$ cat config.mk
export PLATFORM = sky130hd
export DESIGN_NAME = mwlm_cordic_cell
export DESIGN_NICKNAME = d
export VERILOG_FILES = /design/src/rtl/mwlm_pkg.sv /design/src/rtl/mwlm_cordic_cell.sv
export SDC_FILE = /design/constraint.sdc
export NUM_CORES = 1
export LEC_CHECK = 0
export BUFFER_PORTS_ARGS = -buffer_cell sky130_fd_sc_hd__buf_2
export CORE_ASPECT_RATIO = 1.1
export CORE_MARGIN = 2
export CORE_UTILIZATION = 35
export DETAILED_ROUTE_END_ITERATION = 10
export GPL_TIMING_DRIVEN = 0
export PLACE_DENSITY = 0.56
export RECOVER_POWER = 25
export SLEW_MARGIN = 20
export SYNTH_ARGS = -nofsm -noshare
export SYNTH_HDL_FRONTEND = slang
export SYNTH_SLANG_ARGS = --single-unit
$ cat constraint.sdc
create_clock -name clock -period 20.6 [get_ports clock]
set_input_delay 4.12 -clock clock [delete_from_list [all_inputs] [get_ports clock]]
set_output_delay 4.12 -clock clock [all_outputs]
set_load 0.02 [all_outputs]
$ cat src/rtl/mwlm_pkg.sv
// Shared types, constants and arithmetic steps of the muscle wrap length and moment arm block.
// Used by every module in rtl; depends on nothing else.
package mwlm_pkg;

   localparam int DIST_W       = 16;
   localparam int ANGLE_W      = 16;
   localparam int CORDIC_STEPS = 16;
   localparam int DIV_STEPS    = 30;
   localparam int GUARD        = 14;
   localparam int CW           = 36;
   localparam int STEP_W       = 5;
   localparam int LE_W         = 34;
   localparam int REM_W        = 35;
   localparam int SQRT_W       = 34;

   localparam logic signed [CW-1:0] PI_Q30      = 36'sd3373259426;
   localparam logic signed [CW-1:0] HALF_PI_Q30 = 36'sd1686629713;
   localparam logic signed [CW-1:0] TWO_PI_Q30  = 36'sd6746518852;
   localparam logic [29:0]          GAIN_Q30    = 30'd652032874;

   // Register indexes on the configuration port.
   localparam logic [1:0] REG_ORIGIN    = 2'd0;
   localparam logic [1:0] REG_INSERTION = 2'd1;
   localparam logic [1:0] REG_RADIUS    = 2'd2;
   localparam logic [1:0] REG_FLEXOR    = 2'd3;

   typedef struct packed {
      logic signed [CW-1:0] x;
      logic signed [CW-1:0] y;
      logic signed [CW-1:0] z;
   } cordic_type;

   // Item data that rides alongside the arithmetic through the cell chains.
   typedef struct packed {
      logic        neg;
      logic        wraps;
      logic [31:0] arc_prod;
      logic [30:0] ay0;
      logic [16:0] len;
   } side_type;

   typedef struct packed {
      logic [LE_W-1:0]      le;
      logic [REM_W-1:0]     rem;
      logic [DIV_STEPS-1:0] q;
      logic                 full;
      logic                 zero;
   } div_type;

   typedef struct packed {
      logic [DIST_W-1:0] origin;
      logic [DIST_W-1:0] insertion;
      logic [DIST_W-1:0] radius;
      logic              flexor;
   } cfg_type;

   typedef struct packed {
      logic [15:0]       thr;
      logic [DIST_W-1:0] otan;
      logic [DIST_W-1:0] itan;
   } derived_type;

   localparam logic signed [CW-1:0] ATAN_TAB [0:10] = '{
      36'sd843314857, 36'sd497837829, 36'sd263043837, 36'sd133525159, 36'sd67021687,
      36'sd33543516, 36'sd16775851, 36'sd8388437, 36'sd4194283, 36'sd2097149,
      36'sd1048576
   };

   // atan(2^-k) in 2^-30 rad; beyond the table the angle equals 2^-k.
   function automatic logic signed [CW-1:0] atan_step(input logic [STEP_W-1:0] k);
      logic signed [CW-1:0] unit;
      unit = 36'sh0_4000_0000;
      if (k < STEP_W'(11)) begin
         atan_step = ATAN_TAB[k[3:0]];
      end else begin
         atan_step = unit >>> k;
      end
   endfunction

   // One CORDIC micro-rotation; rotation mode steers on z, vectoring mode on y.
   function automatic cordic_type cordic_step(input cordic_type v, input logic [STEP_W-1:0] k,
                                             input logic rotate);
      cordic_type           res;
      logic signed [CW-1:0] xv;
      logic signed [CW-1:0] yv;
      logic signed [CW-1:0] zv;
      logic signed [CW-1:0] dx;
      logic signed [CW-1:0] dy;
      logic signed [CW-1:0] at;
      logic                 up;
      xv = v.x;
      yv = v.y;
      zv = v.z;
      dx = yv >>> k;
      dy = xv >>> k;
      at = atan_step(k);
      up = rotate ? (zv >= 0) : (yv <= 0);
      if (up) begin
         res.x = xv - dx;
         res.y = yv + dy;
         res.z = zv - at;
      end else begin
         res.x = xv + dx;
         res.y = yv - dy;
         res.z = zv + at;
      end
      return res;
   endfunction

   // One restoring division step: one quotient bit.
   function automatic div_type div_step(input div_type v);
      div_type          res;
      logic [REM_W-1:0] shifted;
      res     = v;
      shifted = v.rem << 1;
      if (shifted >= REM_W'(v.le)) begin
         res.rem = shifted - REM_W'(v.le);
         res.q   = {v.q[DIV_STEPS-2:0], 1'b1};
      end else begin
         res.rem = shifted;
         res.q   = {v.q[DIV_STEPS-2:0], 1'b0};
      end
      return res;
   endfunction

endpackage

$ cat src/rtl/mwlm_cordic_cell.sv
// One registered CORDIC cell of the rotation and vectoring chains.
// Depends on mwlm_pkg.
module mwlm_cordic_cell (
   input  logic                          clock,
   input  logic                          reset,
   input  logic [mwlm_pkg::STEP_W-1:0]   step_idx,
   input  logic                          rotate,
   input  logic                          in_valid,
   input  mwlm_pkg::cordic_type          in_vec,
   input  mwlm_pkg::side_type            in_side,
   output logic                          out_valid,
   output mwlm_pkg::cordic_type          out_vec,
   output mwlm_pkg::side_type            out_side
);
   import mwlm_pkg::*;

   logic       valid_ff;
   cordic_type vec_ff;
   cordic_type vec_in;
   side_type   side_ff;

   always_comb begin
      vec_in = cordic_step(in_vec, step_idx, rotate);
   end

   always_ff @(posedge clock) begin
      if (reset) begin
         valid_ff <= 1'b0;
      end else begin
         valid_ff <= in_valid;
      end
      vec_ff  <= vec_in;
      side_ff <= in_side;
   end

   assign out_valid = valid_ff;
   assign out_vec   = vec_ff;
   assign out_side  = side_ff;

endmodule

==> impl_metrics.yaml, run 1 <==
floorplan:
  num_rows: 86
  die_area_um2: 52300
  die_h_um: 240
  dieWidth_um: 218
  num_io_pins: 390
  start_util: 0.353
  core-area_um2: 50000
synth:
  yosysWarnings: 0
  yosysUniqueCellTypes: 87
  syn_area_um2: 17700
  synth-edff-count: 0
  yosys_most_used_dff: "dfxtp_1"
  ys_seq_area_frac: 0.216
  ys_ff_latch: 191
  synthArstFlopShare: 0
  syn_nets: 2347
  synth_area_leader_cell: "dfxtp_1"
  syn_avg_cell_area_um2: 8.71
  netlist_instances: 2028
  post-synth-top-area-fraction: 0.216
  synthTopCellsByArea: "dfxtp_1, mux4_2, ha_1, xnor2_1, a21oi_1"
routing:
  avgViaCountPerCell: 6.21
  finalWirelength_mm: 96.2
  drc: 0
  via_count: 19300
  first_iter_violations: 1770
  dr.pass1.iters: 6
  wl_per_cell_um: 30.9
  ant_nets: 0
layout:
  syn_to_final_growth_pct: 19.4
  final_cell_mix: "buf_2, dfxtp_1, a21oi_1"
  fin_util: 0.422
  design_area_um2: 21100
  fin_nets: 2756
  layout-drive-gt1-share: 0.260
  fillers: 5138
  instances_no_fill: 3114
  final_common_cell: "buf_2"
timing:
  slew_viol_final: 0
  min_period_ns: 12.12
  tns_ns: 0
  worstMarginPinSlew_ns: 1.27
  relSlewSlack: 0.151
  post-route-period-util: 0.588
  max_freq_ghz: 0.0825
  rsz0062_at_grt: "false"
  setup_slack_ns: 8.48
  holdWs_ns: 3.72
  setup_viol: 0
  finalHoldViolations: 0
clock_tree:
  postCtsSetupRepairBufs: 0
  cts_tree: "done"
  numCtsBuffers: 17
  clock_sinks: 191
  clockRootBuffer: "clkbuf_16"
  cts.clk_slew.worst_paths_ns: 0.08
  postCtsHoldBufs: 0
  h-tree-depth: 4
  cts_max_path_buffers: 2
  ctsResizeCount: 0
global_route:
  grt_usage: 0.358
  grt_max_degree: 22
  overflow: 0
  antenna_found_initial: 7
  grt_pass1_wl_mm: 132
  grt_pass1_vias: 18800
pwr:
  p_leak_nw: 8.94
  total_power_mw: 1.88
  power.density_nw_per_um2: 88.8
  peakVddDrop_uv: 65.4
run:
  drv_cap: 0
placed_design:
  place_congestion: 0.997
  dp_hpwl_mm: 76.0
  portBuffers: 388
  placed_cell_area_um2: 20500
  placedCellCount: 3078
  pre_cts_ws_ns: 7.76
setup_path:
  worst_ep_arrival_time_ns: 12.54
  cp-endpoint: "out_vec[28]$_DFF_P_"
  startpoint_type: "input port"
  cp_slowest_stage_delay_ns: 0.69
  cp_max_fo: 13
  cpMaxStageDelayCell: "a221oi_1"
  crit_path_start: "step_idx[1]"
  crit_type: "input port to flop"
  required_ns: 21.03
  end_kind: "flop"
run_status:
  status: "complete, no violations"
min_path:
  hp-class: "input port to flop"
how the worst min path moves through the flow:
| stage | startpoint | to | slack (ns) | cells past startpoint |
|---|---|---|---|---|
| finish | in_side[22] | out_side[22]$_DFF_P_ | 3.72 | 1 |
| global route | in_side[1] | out_side[1]$_DFF_P_ | 3.70 | 1 |
| CTS | in_side[37] | out_side[37]$_DFF_P_ | 3.68 | 1 |
| detailed placement | in_side[35] | out_side[35]$_DFF_P_ | 4.22 | 1 |
| global placement | in_side[75] | out_side[75]$_DFF_P_ | 4.22 | 1 |
| floorplan | in_side[0] | out_side[0]$_DFF_P_ | 4.15 | 0 |
cell type report:
type	instances	area (um2)	area share
inverter	46	173	0.00818
tap	660	826	0.0391
multi-input combinational	1672	13100	0.621
clock buffer	18	439	0.0208
sequential	191	3820	0.181
timing repair buffer	390	1940	0.0919
buffer	119	606	0.0287
antenna	4	10.0	0.000474
clock inverter	14	188	0.00889
state kept, by name (all words and copies together), names as in the netlist:
name	count
out_valid	1
out_vec	108
out_side	82
power by group:
part           switching, mW  total, mW  internal, mW
Sequential            0.0248      0.503         0.478
Combinational          0.658       1.02         0.366
Clock                  0.179      0.348         0.169
Total                  0.862       1.88          1.01
per-layer routing:
metal  global-route usage  up-vias  wire, um
met4                0.260        2      7730
li1                     -     8433         -
met5                    0        -        11
met2                0.598     1243     44700
met3               0.0790      305      8250
met1                0.403     9351     35500
cell families (layout without fill, tap and decap cells):
family,Yosys count,in the layout,share of synthesized area
muxes,209,209,0.188
AOI/OAI and AO/OA,585,585,0.217
other,0,4,0
buffers and inverters,165,587,0.0438
DFF,191,191,0.216
xor gates and xnor gates,186,186,0.0922
adders and majority gates,120,120,0.0862
and+or+nand+nor,572,572,0.156
synth_stat cells (9+ instances only):
library cell,instances
nand2_1,158
a21oi_1,169
o21a_1,22
nor2b_1,30
nor3_1,31
nor4_1,14
a211oi_1,16
o21ai_0,110
o221ai_1,12
xnor2_1,119
mux2_2,52
a22oi_1,15
o31ai_1,12
mux2i_1,60
xor2_1,67
inv_1,43
nor2_1,159
o22ai_1,19
clkbuf_1,60
a21o_1,42
nand4_1,20
nand3_1,45
and3_1,15
nand2b_1,29
or2_2,12
buf_1,12
a221oi_1,12
o211ai_1,19
ha_1,117
o21bai_1,13
a31oi_1,29
and2_1,20
dfxtp_1,191
buf_2,31
mux4_2,92
or3_1,9
critical path: cells and delay by family:
kind | cells | cell delay [ns]
AO/OA/AOI/OAI | 11 | 3.21
XOR/XNOR | 2 | 0.26
adder cells (fa/ha/maj) | 2 | 0.61
buffers and inverters | 10 | 3.00
AND/OR/NAND/NOR | 4 | 1.31
No activity file was read; power rests on OpenSTA's default activity.
==> run 2, diff against run 1 <==
--- a/config.mk
+++ b/config.mk
@@ -5,6 +5,7 @@
 export SDC_FILE = /design/constraint.sdc
 export NUM_CORES = 1
 export LEC_CHECK = 0
+export ABC_AREA = 1
 export BUFFER_PORTS_ARGS = -buffer_cell sky130_fd_sc_hd__buf_2
 export CORE_ASPECT_RATIO = 1.1
 export CORE_MARGIN = 2
==> constraint.sdc (replaced) <==
create_clock -name clock -period 11.81 [get_ports clock]
set_input_delay 2.362 -clock clock [delete_from_list [all_inputs] [get_ports clock]]
set_output_delay 2.362 -clock clock [all_outputs]
set_load 0.02 [all_outputs]
==> run 2 against run 1 <==
  * Sequential power up 77%
  * Count of clock-buffer cells in the layout down 1
  * Synthesized cell count increased by 36%
  * First-iteration DRC count decreased by 5.9%
  * Combinational power rose by 68%
  * Area after synthesis decreased by 4.7%
  * Total power grew 72%
  * Wire length down 7.1%
  * Largest cell class unchanged
==> impl_metrics.yaml, run 2 <==
routing:
  first_iter_violations: 1665
  avgViaCountPerCell: 5.39
  wl_per_cell_um: 23.4
  dr.pass1.iters: 5
  finalWirelength_mm: 89.4
  ant_nets: 0
  drc: 0
  via_count: 20600
layout:
  largest_register_ffs: 108
  num_antenna_cells: 0
  fin_util: 0.424
  fillers: 5331
  final_cell_mix: "nand2_1, nand3_1, buf_2"
  syn_to_final_growth_pct: 19.9
  final_common_cell: "nand2_1"
  layout-drive-gt1-share: 0.147
  fin_nets: 3479
synth:
  yosysMostFrequentCell: "nand2_1"
  post-synth-top-area-fraction: 0.227
  netlist_top_cells_count: "nand2_1, nand3_1, inv_1"
  synthTopCellsByArea: "dfxtp_1, nand2_1, nand3_1, ha_1, inv_1"
  synth-edff-count: 0
  netlist_instances: 2755
  yosysUniqueCellTypes: 48
  syn_nets: 3074
  ys_ff_latch: 191
  ys_seq_area_frac: 0.227
  synth_area_leader_cell: "dfxtp_1"
  synthArstFlopShare: 0
  yosysWarnings: 0
  syn_area_um2: 16800
  yosys_most_used_dff: "dfxtp_1"
  syn_avg_cell_area_um2: 6.11
min_path:
  min_path_cells: 1
  whs_endpoint: "out_side[2]$_DFF_P_"
  hp-class: "input port to flop"
  hold_start: "in_side[2]"
clock_tree:
  postCtsSetupRepairBufs: 0
  ctsResizeCount: 0
  numCtsBuffers: 17
  cts_max_path_buffers: 2
  cts_tree: "done"
  postCtsHoldBufs: 0
  h-tree-depth: 4
  clock_sinks: 191
  cts.clk_slew.worst_paths_ns: 0.09
  clockRootBuffer: "clkbuf_16"
floorplan:
  dieWidth_um: 213
  core-area_um2: 47600
  die_area_um2: 49900
  die_h_um: 234
  num_io_pins: 390
  num_rows: 84
  start_util: 0.354
placed_design:
  place_congestion: 1.04
  portBuffers: 386
  dp_hpwl_mm: 74.4
global_route:
  grt_usage: 0.355
  grt_pass1_vias: 20300
  grt_max_degree: 23
  overflow: 0
  antenna_found_initial: 4
  grt_pass1_wl_mm: 128
timing:
  max_freq_ghz: 0.115
  tns_ns: 0
  worstMarginPinSlew_ns: 1.26
  relSlewSlack: 0.163
  post-route-period-util: 0.737
  rsz0062_at_grt: "false"
  slew_viol_final: 0
  finalHoldViolations: 0
  setup_viol: 0
  min_period_ns: 8.70
setup_path:
  path_buf_inv: 7
  startpoint_type: "input port"
  end_kind: "flop"
  crit_type: "input port to flop"
  worst_ep_arrival_time_ns: 9.10
  cp_max_fo: 10
  cp_top_family: "simple AND/OR/NAND/NOR gates"
  cp_slowest_stage_delay_ns: 0.82
  crit_top_cell: "nand3_1"
  cpMaxStageDelayCell: "clkbuf_1"
  required_ns: 12.21
pwr:
  p_leak_nw: 10.7
  peakVddDrop_uv: 99.7
  total_power_mw: 3.23
  power.density_nw_per_um2: 160
run_status:
  status: "complete, no violations"
run:
  drv_cap: 0
==> run 2: logic make-up after synthesis <==
group           synth area share
flops                      0.227
compound gates             0.115
xor+xnor                  0.0910
buf+inv                   0.0867
fa+ha+maj                 0.0905
simple gates               0.390
==> run 2: layer usage <==
metal / vias to the layer above / share of wire / global-route usage
met1: 9574 / 0.39 / 0.399
met4: 4 / 0.068 / 0.231
met3: 229 / 0.067 / 0.0593
met2: 942 / 0.48 / 0.618
li1: 9829 / - / -
met5: - / 0.00030 / 0
==> run 2: metrics by stage <==
step	hold WS (ns)	std cells	instance area, um2	worst slack [ns]
6_report	1.96	3818	20200	3.11
5_1_grt	1.94	3818	20200	3.09
4_1_cts	1.93	3818	20200	3.44
3_5_place_dp	2.47	3786	19600	2.93
3_3_place_gp	2.46	3786	19600	2.87
2_1_floorplan	2.39	2755	16800	5.53
==> run 2: area by class of cell <==
type / count / area [um2] / share of cell area
clock buffers: 17 / 425 / 0.0211
plain buffers: 84 / 387 / 0.0192
clock inverters: 15 / 199 / 0.00986
multi-input cells: 2194 / 11600 / 0.572
repair buffers: 386 / 1910 / 0.0949
well taps: 645 / 807 / 0.0400
inverters: 286 / 1070 / 0.0532
flip-flops and latches: 191 / 3820 / 0.189
==> run 2: worst max-delay path by stage <==
stage	from	end	slack, ns	cells after the start
finish	step_idx[1]	out_vec[71]$_DFF_P_	3.11	28
global route	step_idx[1]	out_vec[71]$_DFF_P_	3.09	28
CTS	step_idx[1]	out_vec[71]$_DFF_P_	3.44	27
detailed placement	step_idx[1]	out_vec[71]$_DFF_P_	2.93	27
global placement	step_idx[1]	out_vec[71]$_DFF_P_	2.87	27
floorplan	step_idx[1]	out_vec[23]$_DFF_P_	5.53	27
==> run 2: report_power, final <==
part | switching (mW) | internal [mW] | leakage (nW) | total, mW
combinational | 1.18 | 0.530 | 8.74 | 1.71
clock | 0.330 | 0.293 | 0.302 | 0.624
sequential | 0.0545 | 0.834 | 1.61 | 0.889
total | 1.57 | 1.66 | 10.7 | 3.23
