===== src/rtl/mwlm_pkg.sv =====
// Shared types, constants and arithmetic steps of the muscle wrap length and moment arm block.
// Used by every module in rtl; depends on nothing else.
package mwlm_pkg;

   localparam int DIST_W       = 16;
   localparam int ANGLE_W      = 16;
   localparam int CORDIC_STEPS = 16;
   localparam int DIV_STEPS    = 30;
   localparam int GUARD        = 14;
   localparam int CW           = 36;
   localparam int STEP_W       = 5;
   localparam int LE_W         = 34;
   localparam int REM_W        = 35;
   localparam int SQRT_W       = 34;

   localparam logic signed [CW-1:0] PI_Q30      = 36'sd3373259426;
   localparam logic signed [CW-1:0] HALF_PI_Q30 = 36'sd1686629713;
   localparam logic signed [CW-1:0] TWO_PI_Q30  = 36'sd6746518852;
   localparam logic [29:0]          GAIN_Q30    = 30'd652032874;

   // Register indexes on the configuration port.
   localparam logic [1:0] REG_ORIGIN    = 2'd0;
   localparam logic [1:0] REG_INSERTION = 2'd1;
   localparam logic [1:0] REG_RADIUS    = 2'd2;
   localparam logic [1:0] REG_FLEXOR    = 2'd3;

   typedef struct packed {
      logic signed [CW-1:0] x;
      logic signed [CW-1:0] y;
      logic signed [CW-1:0] z;
   } cordic_type;

   // Item data that rides alongside the arithmetic through the cell chains.
   typedef struct packed {
      logic        neg;
      logic        wraps;
      logic [31:0] arc_prod;
      logic [30:0] ay0;
      logic [16:0] len;
   } side_type;

   typedef struct packed {
      logic [LE_W-1:0]      le;
      logic [REM_W-1:0]     rem;
      logic [DIV_STEPS-1:0] q;
      logic                 full;
      logic                 zero;
   } div_type;

   typedef struct packed {
      logic [DIST_W-1:0] origin;
      logic [DIST_W-1:0] insertion;
      logic [DIST_W-1:0] radius;
      logic              flexor;
   } cfg_type;

   typedef struct packed {
      logic [15:0]       thr;
      logic [DIST_W-1:0] otan;
      logic [DIST_W-1:0] itan;
   } derived_type;

   localparam logic signed [CW-1:0] ATAN_TAB [0:10] = '{
      36'sd843314857, 36'sd497837829, 36'sd263043837, 36'sd133525159, 36'sd67021687,
      36'sd33543516, 36'sd16775851, 36'sd8388437, 36'sd4194283, 36'sd2097149,
      36'sd1048576
   };

   // atan(2^-k) in 2^-30 rad; beyond the table the angle equals 2^-k.
   function automatic logic signed [CW-1:0] atan_step(input logic [STEP_W-1:0] k);
      logic signed [CW-1:0] unit;
      unit = 36'sh0_4000_0000;
      if (k < STEP_W'(11)) begin
         atan_step = ATAN_TAB[k[3:0]];
      end else begin
         atan_step = unit >>> k;
      end
   endfunction

   // One CORDIC micro-rotation; rotation mode steers on z, vectoring mode on y.
   function automatic cordic_type cordic_step(input cordic_type v, input logic [STEP_W-1:0] k,
                                             input logic rotate);
      cordic_type           res;
      logic signed [CW-1:0] xv;
      logic signed [CW-1:0] yv;
      logic signed [CW-1:0] zv;
      logic signed [CW-1:0] dx;
      logic signed [CW-1:0] dy;
      logic signed [CW-1:0] at;
      logic                 up;
      xv = v.x;
      yv = v.y;
      zv = v.z;
      dx = yv >>> k;
      dy = xv >>> k;
      at = atan_step(k);
      up = rotate ? (zv >= 0) : (yv <= 0);
      if (up) begin
         res.x = xv - dx;
         res.y = yv + dy;
         res.z = zv - at;
      end else begin
         res.x = xv + dx;
         res.y = yv - dy;
         res.z = zv + at;
      end
      return res;
   endfunction

   // One restoring division step: one quotient bit.
   function automatic div_type div_step(input div_type v);
      div_type          res;
      logic [REM_W-1:0] shifted;
      res     = v;
      shifted = v.rem << 1;
      if (shifted >= REM_W'(v.le)) begin
         res.rem = shifted - REM_W'(v.le);
         res.q   = {v.q[DIV_STEPS-2:0], 1'b1};
      end else begin
         res.rem = shifted;
         res.q   = {v.q[DIV_STEPS-2:0], 1'b0};
      end
      return res;
   endfunction

endpackage


===== src/rtl/mwlm_div_cell.sv =====
// One registered cell of the restoring divider chain, one quotient bit per cell.
// Depends on mwlm_pkg.
module mwlm_div_cell (
   input  logic               clock,
   input  logic               reset,
   input  logic               in_valid,
   input  mwlm_pkg::div_type  in_div,
   input  mwlm_pkg::side_type in_side,
   output logic               out_valid,
   output mwlm_pkg::div_type  out_div,
   output mwlm_pkg::side_type out_side
);
   import mwlm_pkg::*;

   logic     valid_ff;
   div_type  div_ff;
   div_type  div_in;
   side_type side_ff;

   always_comb begin
      div_in = div_step(in_div);
   end

   always_ff @(posedge clock) begin
      if (reset) begin
         valid_ff <= 1'b0;
      end else begin
         valid_ff <= in_valid;
      end
      div_ff  <= div_in;
      side_ff <= in_side;
   end

   assign out_valid = valid_ff;
   assign out_div   = div_ff;
   assign out_side  = side_ff;

endmodule


===== config.mk =====
export PLATFORM = sky130hd
export DESIGN_NAME = mwlm_div_cell
export DESIGN_NICKNAME = d
export VERILOG_FILES = /design/src/rtl/mwlm_pkg.sv /design/src/rtl/mwlm_div_cell.sv
export SDC_FILE = /design/constraint.sdc
export NUM_CORES = 1
export LEC_CHECK = 0
export ABC_AREA = 1
export BUFFER_PORTS_ARGS = -buffer_cell sky130_fd_sc_hd__buf_2
export CORE_AREA = 3 3 143 145
export CTS_BUF_LIST = sky130_fd_sc_hd__clkbuf_2 sky130_fd_sc_hd__clkbuf_4 sky130_fd_sc_hd__clkbuf_8
export CTS_CLUSTER_SIZE = 14
export DETAILED_ROUTE_END_ITERATION = 7
export DIE_AREA = 0 0 146 148
export PLACE_DENSITY = 0.64
export SLEW_MARGIN = 40
export SYNTH_ARGS = -nofsm -noshare
export SYNTH_HDL_FRONTEND = slang
export SYNTH_SLANG_ARGS = --single-unit

===== constraint.sdc =====
create_clock -name clock -period 1.8 [get_ports clock]
set_input_delay 0.18 -clock clock [delete_from_list [all_inputs] [get_ports clock]]
set_output_delay 0.18 -clock clock [all_outputs]
set_load 0.005 [all_outputs]

==> results of run 1 <==
==> state kept, by name, indices dropped and copies added, names as in the netlist <==
signal,flops
out_side,82
out_valid,1
out_div,101
==> area by class of cell <==
cell class	count	area (sq um)
Inverter	126	475.5
Tap cell	265	331.6
Clock inverter	15	217.7
Timing Repair Buffer	664	4574
Clock buffer	17	234.0
Fill cell	1697	7249
Multi-Input combinational cell	521	2569
Sequential cell	184	3684
==> kinds of logic after synthesis <==
group                    after synthesis  synth area share [%]
AND/OR/NAND/NOR                      429                 25.68
XOR/XNOR                              18                 2.321
AO/OA/AOI/OAI                         39                 3.260
adder cells (fa/ha/maj)               35                 6.557
flip-flops                           184                 54.23
buffers and inverters                133                 7.957
==> per-stage QoR <==
step	hold slack, ns	setup WS (ns)	utilization [%]
floorplan	0.2077	0.1370	-
global placement	0.2826	-0.2858	50.70
detailed placement	0.2836	-0.2898	50.70
CTS	0.07631	0.1751	62.51
global route	0.1124	0.05449	62.51
finish	0.1266	0.1590	62.51
==> tightest hold or removal path, stage by stage <==
cell and delay (ns):
buf_2 0.10, inv_1 0.09, buf_4 0.14, nor2_2 0.04
==> worst min path at each step <==
| stage | start | endpoint | depth (start not counted) |
|---|---|---|---|
| after floorplan | in_div[0] | out_div[0]$_DFF_P_ | 0 |
| after global placement | in_side[80] | out_side[80]$_DFF_P_ | 1 |
| after detailed placement | in_side[46] | out_side[46]$_DFF_P_ | 1 |
| after CTS | in_div[32] | out_div[33]$_DFF_P_ | 4 |
| after global routing | in_div[67] | out_div[32]$_SDFF_PN0_ | 4 |
| final | in_div[67] | out_div[32]$_SDFF_PN0_ | 4 |
==> layer usage <==
layer	GRT usage, %	vias to the layer above	wire (um)
met3	8.338	53	1884
met5	0	-	60
li1	-	3896	-
met2	46.82	249	14160
met1	31.25	3437	11880
met4	8.843	8	893
==> power by group through the flow <==
stage               combinational, uW  clock, uW  sequential [uW]
floorplan                         818          0             4630
global placement                 2050          0             4580
detailed placement               2070          0             4580
CTS                              2410       3120             4490
global route                     2660       3290             4530
finish                           2410       3060             4500
==> cell usage in the layout, fill, tap and decap left out <==
| cell | netlist | routed |
|---|---|---|
| a211oi_1 | 1 | 1 |
| a21o_1 | 2 | 2 |
| a21oi_1 | 25 | 25 |
| a21oi_2 | 1 | 1 |
| and3_1 | 1 | 1 |
| buf_12 | 0 | 4 |
| buf_2 | 1 | 367 |
| buf_4 | 2 | 110 |
| bufinv_16 | 0 | 1 |
| clkbuf_8 | 0 | 17 |
| clkinv_8 | 0 | 7 |
| dfxtp_1 | 184 | 184 |
| dlygate4sd3_1 | 0 | 183 |
| fa_1 | 1 | 1 |
| ha_1 | 34 | 34 |
| inv_1 | 125 | 125 |
| inv_12 | 0 | 1 |
| inv_4 | 1 | 1 |
| inv_6 | 0 | 4 |
| inv_8 | 0 | 2 |
| nand2_1 | 305 | 305 |
| nand2_2 | 1 | 1 |
| nand2_4 | 1 | 1 |
| nand3_1 | 35 | 35 |
| nand3_2 | 2 | 2 |
| nand3b_1 | 10 | 10 |
| nand4_1 | 4 | 4 |
| nor2_1 | 62 | 62 |
| nor2_2 | 6 | 6 |
| nor3_1 | 2 | 2 |
| o21a_1 | 2 | 2 |
| o21ai_0 | 4 | 4 |
| o21bai_1 | 4 | 4 |
| xnor2_1 | 1 | 1 |
| xor2_1 | 17 | 17 |
==> out/summary.txt, run 1 <==
CP dominant cell by count: nand2_1
CTS root buf: clkbuf_8
Hold Path Class: in2reg
Synth Area per Inst: 8.106 sq um
Setup crit start kind: input port
Number of max-cap violations: 0
Post-synth top flop: dfxtp_1
Placed Area: 0.009802 sq mm
DIE AREA: 0.02161 sq mm
Diodes inserted: 0
Share of layout cells above drive strength 1: 34.38%
CP Depth: 13
Area contributors post-synth: dfxtp_1, nand2_1, inv_1, ha_1, nor2_1
Max Clk Rate: 609.4 MHz
Combinational Power Share: 24.2%
Period utilization: 91.17%
Vias in the first global route: 8,072
Synth Instances: 838
Required time of the critical path: 2.16 ns
Max Buffers Root-to-Sink: 2
CTS resizes: 0
Die height: 148 um
H-tree Lvls: 4
Hold Buf Count CTS: 183
Most frequent cells after synthesis: nand2_1, dfxtp_1, inv_1
Switching Share: 30.79%
Reg power frac: 45.1%
Maximum number of pins on one net before global-route repair: 22
Initial drt markers: 254
Setup TNS: 0 ns
Slowest cell delay on critical path: 0.54 ns
Initial antenna violation count: 4
Final hold viol count: 0
Number of enable flip-flop cells after synthesis: 0
Post-synth top area cell: dfxtp_1
Lkg Pwr: 0.006653 uW
Wirelength per Cell: 16.11 um
Initial Util: 35.13%
Distinct cell type count after synthesis: 28
Crit path cell chain: dlygate4sd3_1 -> buf_2 -> nor2_1 -> nand2_1 -> nor2_1 -> nand2_1 -> nand3_1 -> nor2_2 -> nand2_4 -> inv_4 -> buf_12 -> nand2_1 -> nand2_1
Sequential share of the synthesized area: 54.23%
CP Data Arrival Time: 2.00 ns
Slowest cell on the critical path: dlygate4sd3_1
Clock sink total: 184
RSZ-0062 raised after global routing: no
Router iterations before antenna repair: 4
Psw: 3068 uW
Most numerous cell in the Yosys netlist: nand2_1
Worst Path Buf+Inv: 4
HPWL Detailed: 21,620 um
Tot GR Track Use: 26.74%
Post-Syn Area: 0.006793 sq mm
Crit path capture type: flop
Clock power frac: 30.7%
Rel. slew slack: 73.88%
Syn Nets: 1,059
Finish-stage setup viols: 0
Overall power: 9965 uW
First-pass GRT wire length: 44,770 um
Cell Pwr Density: 824.6 mW/mm^2
Io pins: 370
Post-synth ARST share: 0%
Crit Path Class: in2reg
Outcome: complete, no violations
Chip width: 146 um
Grt total ovfl: 0
Worst-path clk slew: 0.10 ns
Finished Cell Area: 0.01209 sq mm
Post-CTS Setup Bufs: 0
CP Max Fanout: 11
Flops & latches, synth: 184
Synthesis warning total: 0
Crit. Startpoint: in_div[65]
DP Cell Count: 1,577
Crit path capture: out_div[34]$_DFF_P_
Core area: 0.01933 sq mm
CTS tree: done
Area share of the largest cell type after synthesis: 54.23%
Cell Count, Final, Fillers Out: 1,792
CTS buffer count: 17
CP top delay family: simple AND/OR/NAND/NOR gates
Post-route ant nets: 0
Number of core rows: 51
Gpl congestion: 0.9417
VDD IR max: 470.3 uV
Via count: 7,643
Drt total wl: 28,870 um
Crit path time final: 1.641 ns
DRC violations left: 0
Final Max Tran Viols: 0
Synth-to-Final Area Change: 77.91%
Pint: 6897 uW
IO Port Bufs: 367
Slew @ Worst Pin: 0.3895 ns
Via-per-instance ratio: 4.265
Final net count: 1,735
Power figures use the tool's default switching activity.
==> run 2, diff against run 1 <==
--- a/config.mk
+++ b/config.mk
@@ -5,14 +5,14 @@
 export SDC_FILE = /design/constraint.sdc
 export NUM_CORES = 1
 export LEC_CHECK = 0
-export ABC_AREA = 1
 export BUFFER_PORTS_ARGS = -buffer_cell sky130_fd_sc_hd__buf_2
-export CORE_AREA = 3 3 143 145
+export CORE_AREA = 3 3 141 143
 export CTS_BUF_LIST = sky130_fd_sc_hd__clkbuf_2 sky130_fd_sc_hd__clkbuf_4 sky130_fd_sc_hd__clkbuf_8
 export CTS_CLUSTER_SIZE = 14
 export DETAILED_ROUTE_END_ITERATION = 7
-export DIE_AREA = 0 0 146 148
-export PLACE_DENSITY = 0.64
+export DIE_AREA = 0 0 144 146
+export PLACE_DENSITY = 0.63
+export SKIP_CTS_REPAIR_TIMING = 1
 export SLEW_MARGIN = 40
 export SYNTH_ARGS = -nofsm -noshare
 export SYNTH_HDL_FRONTEND = slang
==> run 2 against run 1 <==
Compared with the run above:
- the run now ends with negative setup slack left
- non-clock buffer count up 2
- total power up 2.1%
- first-iteration DRC count shrank 16%
- cell count shrank 19%
- routed wire length down 8.2%
- via count shrank 16%
- fmax shrank 15%
- synthesized cell count down 38%
- core utilization is 0.77 points higher
- design area down 2.1%
- hold slack got worse by 0.084 ns
- highest routed layer unchanged
==> out/summary.txt, run 2 <==
Rel. slew slack: 69.98%
Filler cells: 1,495
Setup crit start kind: input port
Number of max-cap violations: 0
Synth Area per Inst: 11.98 sq um
Slew @ Worst Pin: 0.4503 ns
Placed Area: 0.009354 sq mm
Crit path time final: 1.931 ns
Synth-to-Final Area Change: 89.22%
Most numerous cell in the Yosys netlist: dfxtp_1
Lkg Pwr: 0.005909 uW
Vias in the first global route: 5,728
Die height: 146 um
Most frequent cells after synthesis: dfxtp_1, inv_1, a21oi_1
Core area: 0.01871 sq mm
PnR worst setup slack: -0.1308 ns
Period utilization: 107.3%
CTS buffer count: 17
IO Port Bufs: 367
H-tree Lvls: 4
CTS tree: done
Total length of routed met3 wires: 1898 um
Wirelength per Cell: 18.35 um
Share of layout cells above drive strength 1: 50.25%
Initial drt markers: 213
VDD IR max: 482.0 uV
Via count: 6,403
RSZ-0062 raised after global routing: yes
Initial Util: 33.44%
Final hold viol count: 0
Via-per-instance ratio: 4.431
Max reg flops: 101
CTS root buf: clkbuf_8
CP Depth: 11
Hold endpoint: out_div[32]$_SDFF_PN0_
Post-synth top flop: dfxtp_1
Clock sink total: 184
Sequential share of the synthesized area: 58.89%
First-pass GRT wire length: 33,370 um
Chip width: 144 um
Post-route ant nets: 0
DIE AREA: 0.02102 sq mm
Required time of the critical path: 2.15 ns
DRC violations left: 0
Maximum number of pins on one net before global-route repair: 22
Distinct cell type count after synthesis: 60
CP top delay family: simple AND/OR/NAND/NOR gates
Slowest cell delay on critical path: 0.29 ns
Gpl congestion: 0.8442
Violated checks: negative setup slack
Post-synth top area cell: dfxtp_1
Metal2 WL: 13,480 um
Hold_sp: in_div[67]
WL met1: 10,410 um
Initial antenna violation count: 5
Commonest non-fill, non-tap cell in the layout: buf_2
DP Cell Count: 1,232
Cell Pwr Density: 860.0 mW/mm^2
Cell Count, Final, Fillers Out: 1,445
Commonest cells after routing, fill and taps aside: buf_2, dfxtp_1, dlygate4sd3_1
Storage cell area: 0.003684 sq mm
Area share of the largest cell type after synthesis: 58.89%
Crit. Startpoint: in_div[45]
Flops & latches, synth: 184
Hold Path Class: in2reg
Outcome: finished with violations
Syn Nets: 743
Final Max Tran Viols: 0
Slowest cell on the critical path: mux2_4
Number of enable flip-flop cells after synthesis: 0
Finished Cell Area: 0.01184 sq mm
Worst Path Buf+Inv: 2
CP Max Fanout: 8
Max Buffers Root-to-Sink: 2
Highest routed layer: met5
Crit Path Class: in2reg
Area occupied by multi-input gates: 0.002586 sq mm
Router iterations before antenna repair: 4
Tot GR Track Use: 21.07%
Max Clk Rate: 517.9 MHz
Synth Instances: 522
Number of core rows: 50
Crit path capture type: flop
Grt total ovfl: 0
Post-Syn Area: 0.006255 sq mm
Finish-stage setup viols: 34
Io pins: 370
HPWL Detailed: 19,260 um
Crit path cell chain: buf_2 -> ha_4 -> and4_4 -> and3_4 -> a32oi_2 -> a21boi_4 -> o21ai_2 -> nand2_2 -> nand2_8 -> clkbuf_16 -> mux2_4
Synthesis warning total: 0
Post-synth ARST share: 0%
Final net count: 1,416
Drt total wl: 26,520 um
Worst-path clk slew: 0.10 ns
CP Data Arrival Time: 2.28 ns
Worst hold stages: 4
Area contributors post-synth: dfxtp_1, ha_1, mux2_4, a21oi_1, xnor2_1
-- run 2: cell families (layout without fill, tap and decap cells) --
kind of cell / after synthesis / in the layout / synth area share [%]
multiplexers: 33 / 33 / 7.621
XOR/XNOR: 32 / 32 / 4.481
adder cells (fa/ha/maj): 35 / 35 / 7.121
buffers and inverters: 52 / 738 / 3.560
other: 0 / 3 / 0
AO/OA/AOI/OAI: 100 / 100 / 11.24
flip-flops: 184 / 184 / 58.89
AND/OR/NAND/NOR: 86 / 86 / 7.082
-- run 2: metal layers --
metal	up-vias	track usage [%]
met5	-	0
met4	4	4.991
met3	52	7.558
met2	241	36.38
met1	2963	24.82
li1	3143	-
-- run 2: power breakdown --
part           internal [uW]  leakage (uW)  switching (uW)
clock network           1230      0.000224            1800
registers               4430       0.00155            95.9
logic                   1530       0.00413            1090
-- run 2: tightest hold or removal path, stage by stage --
cell and delay, ns:
buf_12 0.11, inv_12 0.04, buf_4 0.09, a21oi_1 0.03
-- run 2: layout make-up --
type	instances	area share (%)
repair buffers	666	39.11
flip-flops and latches	184	31.12
multi-input cells	286	21.85
well taps	234	2.474
clock buffers	17	1.977
clock inverters	15	1.903
inverters	40	1.501
diodes	3	0.06343
-- run 2: worst max-delay path by stage --
stage          slack [ns]                  end
5_1_grt             -0.17  out_div[56]$_DFF_P_
2_1_floorplan       -0.42  out_div[65]$_DFF_P_
3_3_place_gp        -0.76  out_div[65]$_DFF_P_
3_5_place_dp        -0.78  out_div[65]$_DFF_P_
6_report            -0.13  out_div[64]$_DFF_P_
4_1_cts             -0.29  out_div[65]$_DFF_P_
-- run 2: metrics by stage --
stage	hold WS, ns	total power [uW]	setup slack (ns)	TNS (ns)	util (%)
2_1_floorplan	0.2077	5621	-0.4222	-12.30	-
3_3_place_gp	0.2825	6757	-0.7572	-20.24	50.01
3_5_place_dp	0.2836	6776	-0.7801	-21.48	50.01
4_1_cts	-0.2338	9810	-0.2938	-4.379	52.46
5_1_grt	0.01376	10660	-0.1664	-4.813	63.26
6_report	0.04274	10180	-0.1308	-3.572	63.27
==> run 3, diff against run 2 <==
--- a/config.mk
+++ b/config.mk
@@ -5,7 +5,7 @@
 export SDC_FILE = /design/constraint.sdc
 export NUM_CORES = 1
 export LEC_CHECK = 0
-export BUFFER_PORTS_ARGS = -buffer_cell sky130_fd_sc_hd__buf_2
+export BUFFER_PORTS_ARGS = -buffer_cell sky130_fd_sc_hd__clkbuf_2
 export CORE_AREA = 3 3 141 143
 export CTS_BUF_LIST = sky130_fd_sc_hd__clkbuf_2 sky130_fd_sc_hd__clkbuf_4 sky130_fd_sc_hd__clkbuf_8
 export CTS_CLUSTER_SIZE = 14
==> run 3 against run 2 <==
Compared with the run above:
- the flow finishes with violations (negative hold slack, negative setup slack)
- die area did not move
- combinational power hardly changed
- via count grew 0.20%
- first-iteration DRC count decreased by 13%
==> out/summary.txt, run 3 (same netlist as run 2, synthesis figures left out) <==
CTS buffer count: 17
Initial Util: 33.44%
Die height: 146 um
Lkg Pwr: 0.006041 uW
CTS root buf: clkbuf_8
Clock sink total: 184
DIE AREA: 0.02102 sq mm
DRC violations left: 0
Hold Path Class: in2reg
Cell Pwr Density: 850.0 mW/mm^2
Via-per-instance ratio: 4.422
Maximum number of pins on one net before global-route repair: 22
Required time of the critical path: 2.16 ns
Number of max-cap violations: 0
Setup crit start kind: input port
Gpl congestion: 0.8483
Crit path capture type: flop
Worst hold stages: 1
Final core utilization: 63.53%
Chip width: 144 um
IO Port Bufs: 367
CP Max Fanout: 8
Grt total ovfl: 0
Number of core rows: 50
Crit Path Class: in2reg
Max Clk Rate: 510.6 MHz
Final net count: 1,423
PnR worst setup slack: -0.1586 ns
VDD IR max: 485.5 uV
Place WS: -0.7632 ns
Final hold viol count: 3
Violated checks: negative hold slack, negative setup slack
Initial drt markers: 186
DP Cell Count: 1,243
Commonest cells after routing, fill and taps aside: clkbuf_2, dfxtp_1, dlygate4sd3_1
Via count: 6,416
CP Data Arrival Time: 2.31 ns
Cell Count, Final, Fillers Out: 1,451
Tot GR Track Use: 21.37%
Share of layout cells above drive strength 1: 51.03%
Vias in the first global route: 5,720
Wirelength per Cell: 18.30 um
Router iterations before antenna repair: 4
HPWL Detailed: 19,570 um
Io pins: 370
Fin Hold WS: -0.1831 ns
Final Max Tran Viols: 0
Initial antenna violation count: 4
Hold endpoint: out_div[71]$_DFF_P_
RSZ-0062 raised after global routing: yes
Max reg flops: 101
Crit path time final: 1.959 ns
Finish-stage setup viols: 34
Drt total wl: 26,560 um
Period utilization: 108.8%
H-tree Lvls: 4
Outcome: finished with violations
First-pass GRT wire length: 33,380 um
Synth-to-Final Area Change: 90.00%
Commonest non-fill, non-tap cell in the layout: clkbuf_2
Hold_sp: in_div[71]
Setup TNS: -4.542 ns
Core area: 0.01871 sq mm
Max Buffers Root-to-Sink: 2
Slew @ Worst Pin: 0.3376 ns
CTS tree: done
Worst-path clk slew: 0.11 ns
Post-route ant nets: 0
Rel. slew slack: 77.25%
-- run 3: cell count changes in the layout (fill, tap and decap cells not counted), moves of 5 or more --
cell,change
buf_2,-362
buf_4,+11
buf_6,+6
clkbuf_2,+358
dlygate4sd3_1,-6
mux2_1,-5
mux2_4,+5
-- run 3: worst max path at each step --
stage	slack, ns	cells after the start	from	to
finish	-0.16	12	in_div[79]	out_div[65]$_DFF_P_
global route	-0.21	12	in_div[32]	out_div[65]$_DFF_P_
CTS	-0.24	11	in_div[67]	out_div[56]$_DFF_P_
detailed placement	-0.76	11	in_div[67]	out_div[56]$_DFF_P_
global placement	-0.71	11	in_div[67]	out_div[56]$_DFF_P_
floorplan	-0.42	11	in_div[79]	out_div[65]$_DFF_P_
-- run 3: report_power, final --
part	switching, uW	internal [uW]	leakage, uW	total (uW)
Sequential	111	4430	0.00155	4540
Clock	1810	1100	0.000214	2900
Combinational	1090	1560	0.00427	2660
-- run 3: cell type report --
type | instances | area [sq um]
fillers | 1504 | 6822
repair buffers | 673 | 4676
flip-flops and latches | 184 | 3684
multi-input cells | 286 | 2610
well taps | 234 | 292.8
clock buffers | 17 | 234.0
clock inverters | 15 | 200.2
inverters | 40 | 182.7
diodes | 2 | 5.005
-- run 3: layer usage --
layer,global-route usage (%),part of all wire [%]
met2,35.75,49
met1,24.46,40
met3,8.117,7.3
met5,0,0.10
met4,8.333,3.6
-- run 3: critical path, stage by stage --
cell       delay (ns)
clkbuf_4         0.16
inv_12           0.03
ha_4             0.27
and4_4           0.22
and3_4           0.20
buf_4            0.10
nand4_1          0.15
o22ai_2          0.20
o32ai_4          0.13
nand2_4          0.17
clkbuf_16        0.19
mux2_4           0.30
-- run 3: stage by stage --
stage                     power, uW  cell area (sq um)  hold WS (ns)
after global routing          10560              11880       -0.2301
final                         10100              11880       -0.1831
after floorplan                5621               6379        0.2077
after global placement         6797               9437        0.2827
after CTS                      9738               9871       -0.2447
after detailed placement       6820               9437        0.2839
